### config.mk
export PLATFORM = sky130hd
export DESIGN_NAME = glmi_ram
export DESIGN_NICKNAME = d
export VERILOG_FILES = /design/src/design/glmi_ram.sv
export SDC_FILE = /design/constraint.sdc
export NUM_CORES = 1
export LEC_CHECK = 0
export ABC_AREA = 1
export BUFFER_PORTS_ARGS = -buffer_cell sky130_fd_sc_hd__buf_4
export CORE_MARGIN = 8
export CORE_UTILIZATION = 50
export DETAILED_ROUTE_END_ITERATION = 10
export GPL_ROUTABILITY_DRIVEN = 0
export GPL_TIMING_DRIVEN = 0
export PLACE_DENSITY = 0.7
export SLEW_MARGIN = 15
export SYNTH_ARGS = -nofsm -noshare
export SYNTH_HDL_FRONTEND = slang
export SYNTH_SLANG_ARGS = --single-unit
### constraint.sdc
create_clock -name clk -period 1.4 [get_ports clk]
set_clock_uncertainty 0.05 [all_clocks]
set_input_delay 0.07 -clock clk [delete_from_list [all_inputs] [get_ports clk]]
set_output_delay 0.07 -clock clk [all_outputs]
set_load 0.01 [all_outputs]
### src/design/glmi_ram.sv
`timescale 1ns / 1ps
module glmi_ram #(
  parameter int WIDTH = 8,
  parameter int DEPTH = 16
) (
  input  logic                     clk,
  input  logic                     we,
  input  logic [$clog2(DEPTH)-1:0] waddr,
  input  logic [WIDTH-1:0]         wdata,
  input  logic [$clog2(DEPTH)-1:0] raddr,
  output logic [WIDTH-1:0]         rdata
);

  logic [WIDTH-1:0] mem [DEPTH];
  logic [WIDTH-1:0] rdata_r;

  always_ff @(posedge clk) begin
    if (we) begin
      mem[waddr] <= wdata;
    end
    rdata_r <= mem[raddr];
  end

  assign rdata = rdata_r;

endmodule

==> summary.md <==
| Metric | Value |
|---|---|
| Status | finished clean |
| R2R Setup Slk | 290 ps |
| Total grt overflow | 0 |
| Via count | 3994 |
| Dominant synthesized flop cell | edfxtp_1 |
| Antenna violations before repair | 0 |
| Vias in the first global route | 3946 |
| Max-slew headroom | 0.4641 |
| Area growth syn-to-layout | 18.31% |
| Hold_ws | approximately 20 ps |
| Synthesized flop and latch total | 136 |
| Tcrit/Tclk final | 0.8193 |
| Post-synth EDFFs | 128 |
| Total GRT Usage | 0.1959 |
| Routing usage on met1 | 0.2498 |
| Layout fillers | between 900 and 1000 |
| Part of the power in registers | 0.457 |
| Routed Antenna Nets | 0 |
| Cell count after synthesis | about 550 |
| DIE HEIGHT | between 100 and 150 microns |
| H-Tree Depth | 4 |
| Final WS setup | roughly 250 ps |
| WL per Instance | ~19 microns |
| Cts repair resizes | 0 |
| Post-Route WL | 13980 microns |
| Share of the synthesized area in the top cell type | 0.6665 |
| Syn Area/Cell | between 10 and 15 sq um |
| # placed instances | around 720 |
| Final net count | ~620 |
| Combinational power share | 0.065 |
| Insertion delay to the later sink of the worst-skew pair | approximately 430 ps |
| Layout Cells excl Fill | around 760 |
| Crit path kind | primary input to flop |
| Grt peak-use layer | met2 |
| Die W | between 100 and 150 microns |
| Max incr delay on CP | ~670 ps |
| Inserted Diodes | 0 |
| Maximum vdd drop | around 0.76 mV |
| Iter 0 DRT Violations | roughly 450 |
| Max Clk Rate | 871.8 MHz |
| DR vias/cell | ~5.3 |
| Initial core utilization | 0.5094 |
| Pre-CTS setup slack | -219.5 ps |
| Max-slew violations | 0 |
| P_sw | ~0.0021 W |
| CTS root buf | clkbuf_16 |
| Ports | 26 |
| Post-synth net total | around 570 |
| Data required, critical path | 1410 ps |
| Met3 usage in global routing | 0.05571 |
| Int Pwr | 0.007902 W |
| Final Hold Vio Count | 0 |
| CTS clock-pin slew for the worst setup and hold paths | ~60 ps |
| CP endpoint kind | flop |
| Final design utilization | 0.6027 |
| Asr flop ratio synth | 0 |
| Worst hold path type | primary input to flop |
| CTS sink cnt | roughly 140 |
| Rows | 39 |
| Number of buffers and inverters on the critical path | 1 |
| Clock Path Buffers | 2 |
| Most frequent cell after synthesis | nand2_1 |
| Port buffer count | 22 |
| TritonCTS Buffers | 17 |
| Yosys cell types | 12 |
| Drt first pass iters | 5 |
| Area leader, netlist | edfxtp_1 |
| Clock power frac | 0.479 |
| RSZ-0062 raised after global routing | no |
| Yosys warning count | 0 |
| DRC violations left | 0 |
| Max FO, Critical Path | 8 |
| CORE AREA | 0.01132 sq mm |
| PwrDens | ~1500 mW/mm^2 |
| Final setup violation count | 0 |
| Minimum clock period | approximately 1100 ps |
| Overall Power | 0.01002 W |
| CP delay by family, top | simple AND/OR/NAND/NOR gates |
| Post-synth top cells | nand2_1, edfxtp_1, inv_1, nand3_1, nor2_1 |
| Arrival time worst endpoint | approximately 1200 ps |
| Mapped Area | between 0.005 and 0.006 sq mm |
| CTS tree | built |
| Switching Fraction | 0.2117 |
| CP Cell Sequence | buf_4, nand3b_1, nor2_1 |
| Die Footprint | about 0.015 sq mm |
| Largest net degree at the start of global routing | 17 |
| Met2 Usage GRT | 0.3015 |
| Ranking of synthesized cells by area | edfxtp_1, nand2_1, nand3_1 |
| CP max-delay cell | nor2_1 |
| Leak | ~3.0 nW |
| Max-cap violations | 0 |
| Least-Margin Pin Slew | ~800 ps |
| CP Launch Type | primary input |
| Post-synthesis sequential area ratio | 0.6943 |
| First-pass GRT wire length | around 21000 microns |
| Layout cell share with drive strength beyond 1 | 0.1225 |
| Detailed Place HPWL | between 8000 and 9000 microns |
-- final timing paths --
| check | startpoint | to | depth (start not counted) |
|---|---|---|---|
| hold reg to reg | mem[6][2] | rdata[2] | 6 |
| setup / recovery | waddr[3] | mem[7][3] | 3 |
| setup reg to reg | mem[6][1] | rdata[1] | 6 |
| hold / removal | raddr[2] | rdata[0] | 4 |
-- repair_timing --
action / 4_1_cts / 5_1_grt
buffers inserted: 0 / 0
endpoints found under the hold margin: 128 / 0
hold buffers: 8 / 0
-- routing by layer --
metal | up-vias | wire length (microns)
met4 | 0 | 392
li1 | 1873 | -
met2 | 207 | 6551
met5 | - | 0
met1 | 1875 | 5705
met3 | 39 | 1329
-- cell families after synthesis --
group                  synth area share
flip-flops                       0.6943
buffers and inverters           0.09525
AND/OR/NAND/NOR                  0.2105
-- final cells by class --
type                    instances  area (sq um)  area share
flip-flops and latches        136          4004      0.5868
plain buffers                  24         166.4     0.02439
multi-input cells             289          1214      0.1779
inverters                     102         382.9     0.05612
well taps                     143         178.9     0.02622
repair buffers                 30         245.2     0.03594
clock buffers                  18         429.2     0.06290
clock inverters                13         202.7     0.02971
-- power groups by stage --
stage | Clock [W] | Sequential (W) | Combinational [W]
final | 0.00480 | 0.00458 | 0.000651
after global routing | 0.00494 | 0.00459 | 0.000701
after CTS | 0.00481 | 0.00458 | 0.000642
after detailed placement | 0 | 0.00466 | 0.000614
after global placement | 0 | 0.00466 | 0.000602
after floorplan | 0 | 0.00467 | 0.000321
-- state kept, by name (all words and copies together) (netlist names) --
register and cells:
rdata 8, mem 128
-- placed cells by master, fill, tap and decap left out --
| master | instances |
|---|---|
| buf_1 | 1 |
| buf_2 | 13 |
| buf_4 | 26 |
| buf_6 | 6 |
| bufinv_16 | 5 |
| clkbuf_1 | 1 |
| clkbuf_16 | 17 |
| clkinv_1 | 2 |
| clkinv_2 | 1 |
| clkinv_4 | 1 |
| clkinvlp_4 | 3 |
| dfxtp_1 | 8 |
| dlygate4sd3_1 | 8 |
| edfxtp_1 | 128 |
| inv_1 | 100 |
| inv_2 | 2 |
| inv_6 | 1 |
| nand2_1 | 173 |
| nand3_1 | 97 |
| nand3b_1 | 2 |
| nor2_1 | 17 |
-- metrics by stage --
step           TNS, ps  area (sq um)
2_1_floorplan        0          5767
3_3_place_gp     -5467          6111
3_5_place_dp     -9693          6111
4_1_cts              0          6823
5_1_grt              0          6823
6_report             0          6823
-- tightest hold or removal path: cells and delay by family --
kind                   cells  cell delay, ps
and+or+nand+nor            3             240
buffers and inverters      1             150
Power figures use the tool's default switching activity.
