File: src/design/glmi_pkg.sv
`timescale 1ns / 1ps
package glmi_pkg;

  // input item kinds (in_tuser)
  localparam logic OP_MOVE = 1'b0;
  localparam logic OP_TICK = 1'b1;

  // configuration register indexes
  localparam int CFG_AW = 1;
  localparam logic [CFG_AW-1:0] CFG_DEFAULT_FEED = 1'b0;
  localparam logic [CFG_AW-1:0] CFG_FIELD_SPAN   = 1'b1;

  localparam logic [23:0] DEFAULT_FEED_RST = 24'd256000;
  localparam logic [15:0] FIELD_SPAN_RST   = 16'd64000;

  // serial divider: 64-bit dividend, 48-bit divisor, one quotient bit per cycle
  localparam int DIV_DW = 64;
  localparam int DIV_VW = 48;

  // serial square root: 50-bit radicand, 25-bit root, one root bit per cycle
  localparam int SQ_VW = 50;
  localparam int SQ_RW = SQ_VW / 2;

  localparam logic [29:0] NS_PER_S = 30'd1000000000;
  localparam logic [15:0] GALVO_MAX = 16'hFFFF;

  typedef struct packed {
    logic              start;
    logic [DIV_DW-1:0] dividend;
    logic [DIV_VW-1:0] divisor;
  } div_req_t;

  typedef struct packed {
    logic              done;
    logic [DIV_DW-1:0] quotient;
  } div_rsp_t;

  typedef struct packed {
    logic             start;
    logic [SQ_VW-1:0] radicand;
  } sq_req_t;

  typedef struct packed {
    logic             done;
    logic [SQ_RW-1:0] root;
  } sq_rsp_t;

endpackage

File: src/design/glmi_div.sv
`timescale 1ns / 1ps
module glmi_div (
  input  logic              clk,
  input  logic              rst_n,
  input  glmi_pkg::div_req_t req,
  output glmi_pkg::div_rsp_t rsp
);
  import glmi_pkg::*;

  localparam int CW = $clog2(DIV_DW + 1);

  logic [DIV_VW-1:0] rem_r;
  logic [DIV_DW-1:0] quo_r;
  logic [DIV_VW-1:0] div_r;
  logic [CW-1:0]     cnt_r;
  logic              done_r;
  logic [DIV_VW:0]   trial;
  logic [DIV_VW:0]   diff;

  // restoring step: shift in next dividend bit, subtract if it fits
  assign trial = {rem_r, quo_r[DIV_DW-1]};
  assign diff  = trial - {1'b0, div_r};

  always_ff @(posedge clk) begin
    if (!rst_n) begin
      cnt_r  <= '0;
      done_r <= 1'b0;
    end else begin
      done_r <= !req.start && (cnt_r == CW'(1));
      if (req.start) begin
        rem_r <= '0;
        quo_r <= req.dividend;
        div_r <= req.divisor;
        cnt_r <= CW'(DIV_DW);
      end else if (cnt_r != '0) begin
        if (!diff[DIV_VW]) begin
          rem_r <= diff[DIV_VW-1:0];
          quo_r <= {quo_r[DIV_DW-2:0], 1'b1};
        end else begin
          rem_r <= trial[DIV_VW-1:0];
          quo_r <= {quo_r[DIV_DW-2:0], 1'b0};
        end
        cnt_r <= cnt_r - 1'b1;
      end
    end
  end

  assign rsp.done     = done_r;
  assign rsp.quotient = quo_r;

endmodule

File: config.mk
export PLATFORM = sky130hd
export DESIGN_NAME = glmi_div
export DESIGN_NICKNAME = d
export VERILOG_FILES = /design/src/design/glmi_pkg.sv /design/src/design/glmi_div.sv
export SDC_FILE = /design/constraint.sdc
export NUM_CORES = 1
export LEC_CHECK = 0
export BUFFER_PORTS_ARGS = -buffer_cell sky130_fd_sc_hd__buf_2
export CAP_MARGIN = 20
export CORE_MARGIN = 1.5
export CORE_UTILIZATION = 30
export DETAILED_ROUTE_END_ITERATION = 10
export SLEW_MARGIN = 20
export SYNTH_ARGS = -nofsm -noshare
export SYNTH_HDL_FRONTEND = slang
export SYNTH_SLANG_ARGS = --single-unit
File: constraint.sdc
create_clock -name clk -period 7.3 [get_ports clk]
set_clock_uncertainty 0.1 [all_clocks]
set_input_delay 2.19 -clock clk [delete_from_list [all_inputs] [get_ports clk]]
set_output_delay 2.19 -clock clk [all_outputs]
set_load 0.005 [all_outputs]
==> impl_results.md <==
- Status: finished clean
- Core box area: 0.0316 mm2
- Finished Layout Cells: 1466
- Reg-to-reg slack, setup: 3200 ps
- Top-area cell type share of the netlist area: 0.498
- Most used cells in the layout excluding fill and tap cells: buf_2, edfxtp_1, nand2_1
- Startpoint of the most critical hold path: cnt_r[6]
- Number of placed instances, taps included: between 1000 and 1500
- Highest cell delay on the worst timing path: 820 ps
- Crit path launch type: input port
- Initial standard-cell utilization of the core: 0.305
- Reg-to-Reg Start: quo_r[63]
- Clock transition time at the flip-flop clock pins of the worst setup and hold paths: 70 ps
- Pins over their slew limit: 0
- Met3 routed WL: around 1800 um
- Std-Cell Rows: 65
- End of the worst register-to-register path: rem_r[45]
- Detail Route met2 WL: 11500 um
- Crit-path most repeated cell: buf_4
- Share of async-settable or async-resettable flops after synthesis: 0
- Top routing layer in use: met5
- Met1 Wirelength: 10500 um
- Die Height: around 180 um
- Max Clock Freq: 0.242 GHz
- Number of search-and-repair iterations in the first detailed-routing pass: 5
- Avg WL per Cell: 16.5 um
- Library cells used by synthesis: 65
- Total power per unit cell area: 340 mW/mm2
- Post-Synthesis Cells: a little under 900
- Setup tns final: 0 ps
- Vias in the first global route: roughly 7200
- Final Critical Period: a little over 4000 ps
- CTS-repair resized insts: 0
- Worst Setup Path Type: input port to register
- Vias per std cell: 4.95
- Antenna violations before repair: 2
- Number of cells traversed by the worst hold path: 2
- Most common library cell in the layout ignoring fill and taps: buf_2
- Biggest fanout along the worst timing path: between 60 and 70
- Horizontal die dimension: 182 um
- Sequential element share of the synthesized area: 0.514
- Number of max-cap violations: 0
- Total die area: 0.0333 mm2
- Series of cell instances along the critical path: buf_4, o21a_4, buf_4
- Total track usage: 0.150
- EDFF count, synth: 160
- Worst Max-Slew Pin Slew: 964 ps
- Flops & latches, synth: 168
- CTS buffer count: 17
- Worst rel slew slack: 0.352
- Setup violation total in the final timing report: 0
- Sum of routed wire length over all layers: ~24000 um
- Number of nets in the finished design: 1216
- Number of nets still failing antenna checks after routing: 0
- Final Hold Fails: 0
- Maximum number of buffers from clock root to sink: 2
- DRC: 0
- Cell type group with the largest total delay on the critical path: buffers and inverters
- Grt ovf: 0
- Cells taking the most area after synthesis: edfxtp_1, mux2_2, ha_1, a21oi_1, nand2_1
- Cts-stage hold buffer count: 0
- Final GP Congestion: 0.844
- Share of cells above drive strength 1: 0.274
- I/O Buffers: 179
- Endpoint with the worst hold slack: cnt_r[6]
- Number of cells traversed by the worst register-to-register path: 12
- Synthesized netlist net count: 1052
- Total of warnings raised by yosys: 0
- Post-route clock period utilization: 0.567
- Largest net degree at the start of global routing: 89
- Arrival time worst endpoint: 4090 ps
- Netlist area before placement: 0.00966 mm2
- Setup repair after global routing missed its margin: false
- Total leakage power: 0.00473 uW
- Maximum VDD drop: 0.000208 V
- Critical-path top delay cell: o21a_4
- Global-route wire length before repair: approximately 39000 um
- H-tree depth: 4
- Clock tree from TritonCTS: built
- Number of DRC markers in iteration 0: 434
- DP Wirelength: between 15000 and 20000 um
- Tightest Hold Check Type: register to register
- Routed via count: just over 7000
- CTS Sinks: 168
- Crit path buffers/inverters: 2
- Library cell with the largest summed area after synthesis: edfxtp_1
- Layout Area Growth over Synthesis: 19.2%
- Worst endpoint required time: 7260 ps
- Clock latency of the later-clocked register in the worst-skew pair: roughly 430 ps
- Boundary Pins: 180
- Predominant post-synthesis flop cell: edfxtp_1
- Post-CTS setup buffers: 0
- Clock root cell: clkbuf_16
- Setup crit end kind: register
- Syn avg cell area: 10.9 um2
## worst reg2reg max path: stages, from the launching register on
cell and delay (ps):
edfxtp_1 410, inv_1 80, ha_1 180, fa_1 210, nand2b_1 160, a21oi_1 100
o21ai_0 470, nand2_1 250, a2111oi_4 580, nor3_2 150, or3_4 650, mux2i_1 200
a311o_1 330
## stage by stage
step / instance area, um2 / hold slack, ps / power (uW) / util / setup slack (ps)
2_1_floorplan: 9660 / 358 / 2650 / - / 844
3_3_place_gp: 10900 / 378 / 3010 / 0.344 / 2670
3_5_place_dp: 10900 / 388 / 3030 / 0.344 / 2600
4_1_cts: 11500 / 397 / 3950 / 0.363 / 3080
5_1_grt: 11500 / 451 / 4210 / 0.364 / 2880
6_report: 11500 / 397 / 3910 / 0.364 / 3160
## how the worst max path moves through the flow
stage                    from   endpoint  slack (ps)  cells past startpoint
CTS                  req[112]  rem_r[37]        3080                      5
finish               req[112]  rem_r[23]        3160                      3
global placement     req[112]  rem_r[37]        2670                      5
detailed placement   req[112]  rem_r[37]        2600                      5
floorplan            req[112]   quo_r[0]         840                      4
global route        quo_r[63]  rem_r[45]        2880                     12
## synth_stat cells, types with 8 or more instances
cell type and instances:
a21oi_1 94, xnor2_1 25, xor2_1 12, a211oi_1 8, o21bai_1 8, a31oi_1 9, edfxtp_1 160, dfxtp_1 8
buf_2 8, clkbuf_1 22, a21o_1 23, nand3_1 12, nor3_1 10, ha_1 50, nand2_1 108, nor2_1 48
nand4_1 17, inv_1 64, mux2_2 63, o21ai_0 34
## flip-flops by register name, summed over array words and instances, names as in the netlist
name and cells:
quo_r 64, done_r 1, div_r 48, rem_r 48, cnt_r 7
## per-layer routing
metal	track usage	vias to the layer above
met5	0	-
met4	0.0380	2
met3	0.0517	20
met2	0.251	209
met1	0.183	3442
li1	-	3588
## power breakdown
group	switching, uW	total [uW]	internal (uW)
clock network	443	901	458
registers	112	1430	1320
logic	952	1580	632
total	1510	3910	2410
## cell families after synthesis
kind of cell | synth area share
flops | 0.514
simple gates | 0.120
mux | 0.0766
buf+inv | 0.0465
fa+ha+maj | 0.0669
xor+xnor | 0.0336
compound gates | 0.142
## area by class of cell
type                    instances  area [um2]
fillers                      3183       20100
flip-flops and latches        168        4960
multi-input cells             615        4260
repair buffers                184         956
well taps                     402         503
clock buffers                  17         425
inverters                      64         240
clock inverters                15         158
diodes                          1        2.50
(Power assumes the default switching activity.)
