## src/design/glmi_pkg.sv

```systemverilog
`timescale 1ns / 1ps
package glmi_pkg;

  // input item kinds (in_tuser)
  localparam logic OP_MOVE = 1'b0;
  localparam logic OP_TICK = 1'b1;

  // configuration register indexes
  localparam int CFG_AW = 1;
  localparam logic [CFG_AW-1:0] CFG_DEFAULT_FEED = 1'b0;
  localparam logic [CFG_AW-1:0] CFG_FIELD_SPAN   = 1'b1;

  localparam logic [23:0] DEFAULT_FEED_RST = 24'd256000;
  localparam logic [15:0] FIELD_SPAN_RST   = 16'd64000;

  // serial divider: 64-bit dividend, 48-bit divisor, one quotient bit per cycle
  localparam int DIV_DW = 64;
  localparam int DIV_VW = 48;

  // serial square root: 50-bit radicand, 25-bit root, one root bit per cycle
  localparam int SQ_VW = 50;
  localparam int SQ_RW = SQ_VW / 2;

  localparam logic [29:0] NS_PER_S = 30'd1000000000;
  localparam logic [15:0] GALVO_MAX = 16'hFFFF;

  typedef struct packed {
    logic              start;
    logic [DIV_DW-1:0] dividend;
    logic [DIV_VW-1:0] divisor;
  } div_req_t;

  typedef struct packed {
    logic              done;
    logic [DIV_DW-1:0] quotient;
  } div_rsp_t;

  typedef struct packed {
    logic             start;
    logic [SQ_VW-1:0] radicand;
  } sq_req_t;

  typedef struct packed {
    logic             done;
    logic [SQ_RW-1:0] root;
  } sq_rsp_t;

endpackage

```

## src/design/glmi_sqrt.sv

```systemverilog
`timescale 1ns / 1ps
module glmi_sqrt (
  input  logic              clk,
  input  logic              rst_n,
  input  glmi_pkg::sq_req_t req,
  output glmi_pkg::sq_rsp_t rsp
);
  import glmi_pkg::*;

  localparam int CW  = $clog2(SQ_RW + 1);
  localparam int RMW = SQ_RW + 1;   // remainder stays <= 2*root
  localparam int SHW = RMW + 2;

  logic [SQ_VW-1:0] v_r;
  logic [RMW-1:0]   rem_r;
  logic [SQ_RW-1:0] root_r;
  logic [CW-1:0]    cnt_r;
  logic             done_r;
  logic [SHW-1:0]   sh;
  logic [SHW-1:0]   trial;

  assign sh    = {rem_r, v_r[SQ_VW-1 -: 2]};
  assign trial = SHW'({root_r, 2'b01});

  always_ff @(posedge clk) begin
    if (!rst_n) begin
      cnt_r  <= '0;
      done_r <= 1'b0;
    end else begin
      done_r <= !req.start && (cnt_r == CW'(1));
      if (req.start) begin
        v_r    <= req.radicand;
        rem_r  <= '0;
        root_r <= '0;
        cnt_r  <= CW'(SQ_RW);
      end else if (cnt_r != '0) begin
        if (sh >= trial) begin
          rem_r  <= RMW'(sh - trial);
          root_r <= {root_r[SQ_RW-2:0], 1'b1};
        end else begin
          rem_r  <= sh[RMW-1:0];
          root_r <= {root_r[SQ_RW-2:0], 1'b0};
        end
        v_r   <= {v_r[SQ_VW-3:0], 2'b00};
        cnt_r <= cnt_r - 1'b1;
      end
    end
  end

  assign rsp.done = done_r;
  assign rsp.root = root_r;

endmodule

```

## config.mk

```make
export PLATFORM = sky130hd
export DESIGN_NAME = glmi_sqrt
export DESIGN_NICKNAME = d
export VERILOG_FILES = /design/src/design/glmi_pkg.sv /design/src/design/glmi_sqrt.sv
export SDC_FILE = /design/constraint.sdc
export NUM_CORES = 1
export LEC_CHECK = 0
export BUFFER_PORTS_ARGS = -buffer_cell sky130_fd_sc_hd__buf_2
export CAP_MARGIN = 40
export CORE_UTILIZATION = 45
export CTS_CLUSTER_SIZE = 10
export DETAILED_ROUTE_END_ITERATION = 16
export PLACE_DENSITY_LB_ADDON = 0.25
export REMOVE_ABC_BUFFERS = 1
export SLEW_MARGIN = 10
export SYNTH_ARGS = -nofsm -noshare
export SYNTH_HDL_FRONTEND = slang
export SYNTH_SLANG_ARGS = --single-unit
```

## constraint.sdc

```tcl
create_clock -name clk -period 3.6 [get_ports clk]
set_input_delay 0.72 -clock clk [delete_from_list [all_inputs] [get_ports clk]]
set_output_delay 0.72 -clock clk [all_outputs]
set_load 0.01 [all_outputs]
```

==> flow_summary.toml <==
[global_route]
grt_pass1_vias = 3793
grt_pass1_wl_um = 17400
grt_max_degree = 68
antenna_found_initial = 0
grt_overflow = 0
grt.total_usage_pct = 16.9

[placed_design]
place_congestion = 0.835
postPlaceCellArea_um2 = 6420
place_inst = 711
io_buffer_count = 78
dp_hpwl_um = 7260

[worst_setup_path]
crit_required_ns = 3.67
r2r_cells = 10
crit_chain = "ha_1 -> nand2_1 -> o22ai_1 -> a211oi_2 -> nor3b_2 -> o22ai_2 -> o21ai_4 -> buf_4 -> mux2i_1 -> nor2_1"
critPathLaunchType = "register"
cp.arrival_ns = 3.18
reg2reg_slack_ns = 0.49
crit_path_max_incr_delay_ns = 0.45
crit_fanout = 22
slowest_stage = "ha_1"
endpoint_kind = "register"
worst-setup-path-type = "register to register"

[sta]
setup_viol = 0
tightest_slew_ns = 0.766
fin_skew_ns = 0.00669
fin_crit_ns = 3.11
timing.final.crit_share_pct = 86.3
drv_slew = 0
hold_viol = 0
relSlewSlack_pct = 48.9
max_freq_ghz = 0.322
tns_ns = 0
rsz0062_at_grt = "no"

[floorplanning]
die_y_um = 116
start_util_pct = 46.4
rows = 41
die_w_um = 116
ioPinCount = 79
core-area_um2 = 12700
die_area_um2 = 13500

[clock_network]
clk_pin_slew_worst_paths_ns = 0.07
clockBufferDepth = 2
cts_tree = "built"
cts.sink_count = 107
cts_root_buffer = "clkbuf_16"
ctsResizeCount = 0
cts_setup_buffers = 0
numCtsBuffers = 9
clk_latency_ns = 0.35
h-tree-depth = 3
cts_hold_buf = 0

[synth]
synth_ff_type = "edfxtp_1"
ys_warn_count = 0
ys_types = 57
synthArstFlopShare_pct = 0
synth_area_leader_cell = "edfxtp_1"
synth_area_leaders = "edfxtp_1, mux2_2, ha_1, nor2_1, mux2i_1"
synthCells = 477
syn-cell-area_um2 = 5880
synth-edff-count = 101
yosysSeqAreaShare_pct = 53.6
ys_ff_latch = 107
synth_top_area_share_pct = 51.6
avgSynthCellArea_um2 = 12.3

[route]
dr.pass1.iters = 4
drt_iter0_drc = 195
viasPerCell = 5.21
wirelength_um = 10500
antenna_left = 0
post_drt_wl_per_cell_um = 14.5
vias = 3791
drc = 0

[power_and_ir_drop]
power.total_uw = 3900
swShare_pct = 30.7
power_frac_seq_pct = 42.0
clkPwrFrac_pct = 25.8
netSwitchingPower_uw = 1200
p_per_area_nw_per_um2 = 580
p_leak_uw = 0.00281
p_int_uw = 2700
combPwrFrac_pct = 32.1
irDropWorstVdd_v = 0.000329

[job]
cap_viol_max_count = 0

[final_layout]
fill_cells = 1162
n_antenna_cell = 0
final_cells = 727
fin_area_um2 = 6720
fin_nets = 633
drive_gt1_share_pct = 29.4
final_util_pct = 53.0
area_growth_pct = 14.3

[min_path]
hold_depth = 1
hp-class = "register to register"

[outcome]
status = "complete, no violations"
## stage by stage
| stage | setup slack (ns) | hold slack, ns |
|---|---|---|
| 2_1_floorplan | 0.0610 | 0.525 |
| 3_3_place_gp | 0.639 | 0.527 |
| 3_5_place_dp | 0.535 | 0.535 |
| 4_1_cts | 0.512 | 0.554 |
| 5_1_grt | 0.284 | 0.560 |
| 6_report | 0.494 | 0.551 |
## cells in the mapped netlist, drive strengths merged, types with 11 or more instances
master and instances:
ha 30, buf 11, mux2i 21, mux2 49, a21o 13, edfxtp 101, xnor2 18, a21oi 18
nand2 16, inv 33, nor2 62
## power by group through the flow
| stage | registers (uW) | logic, uW | clock network [uW] |
|---|---|---|---|
| 2_1_floorplan | 1660 | 969 | 0 |
| 3_3_place_gp | 1660 | 1220 | 0 |
| 3_5_place_dp | 1670 | 1250 | 0 |
| 4_1_cts | 1640 | 1260 | 1030 |
| 5_1_grt | 1660 | 1400 | 1080 |
| 6_report | 1640 | 1250 | 1010 |
## placed cells by master, fill, tap and decap left out, types with 4 or more instances in the layout
cell	n
a211oi_2	4
o211ai_1	4
a21o_1	13
o21ai_0	4
xnor2_1	18
xor2_1	6
edfxtp_1	101
ha_1	30
nand3_1	5
a21boi_0	4
nor2_1	62
a21oi_1	16
inv_1	33
nor3_1	7
clkbuf_16	9
buf_2	77
mux2_2	49
dfxtp_1	6
and3_1	6
a211oi_1	4
nand2_1	16
and2_1	5
mux2i_1	21
nand4_1	4
## layout make-up
class	count	area [um2]	share of cell area (%)
Clock buffer	11	243	3.61
Clock inverter	5	61.3	0.912
Inverter	33	124	1.84
Multi-Input combinational cell	318	2500	37.1
Sequential cell	107	3150	46.9
Tap cell	172	215	3.20
Timing Repair Buffer	81	428	6.37
## cells by family (layout without fill, tap and decap cells)
family	Yosys count	in the layout	share of synthesized area, %
buf+inv	52	130	4.06
mux	70	70	13.0
flops	107	107	53.6
xor+xnor	24	24	3.57
simple gates	119	119	9.53
fa+ha+maj	30	30	6.38
compound gates	75	75	9.87
## critical path: cells and delay by family, from the launching register on
| family | cells | cell delay, ns |
|---|---|---|
| adder cells (fa/ha/maj) | 1 | 0.45 |
| buffers and inverters | 1 | 0.42 |
| multiplexers | 1 | 0.25 |
| AO/OA/AOI/OAI | 4 | 0.81 |
| AND/OR/NAND/NOR | 3 | 0.49 |
| flip-flops | 1 | 0.40 |
## registers in the layout (all words and copies together), names as in the netlist
register / cells
root_r: 25
rem_r: 26
done_r: 1
cnt_r: 5
v_r: 50
## layer usage
| layer | vias to the layer above | GRT usage, % | share of wire, % |
|---|---|---|---|
| li1 | 1892 | - | - |
| met1 | 1790 | 20.1 | 45 |
| met2 | 95 | 28.4 | 47 |
| met3 | 14 | 5.40 | 6.3 |
| met4 | 0 | 6.84 | 1.9 |
| met5 | - | 0 | 0 |
## final timing paths
check / from / endpoint
min: v_r[44]$_DFFE_PP_ / v_r[46]$_DFFE_PP_
min reg2reg: v_r[44]$_DFFE_PP_ / v_r[46]$_DFFE_PP_
max: rem_r[7]$_SDFFCE_PP0P_ / rem_r[8]$_SDFFCE_PP0P_
max reg2reg: rem_r[7]$_SDFFCE_PP0P_ / rem_r[8]$_SDFFCE_PP0P_
Power figures use the tool's default switching activity.
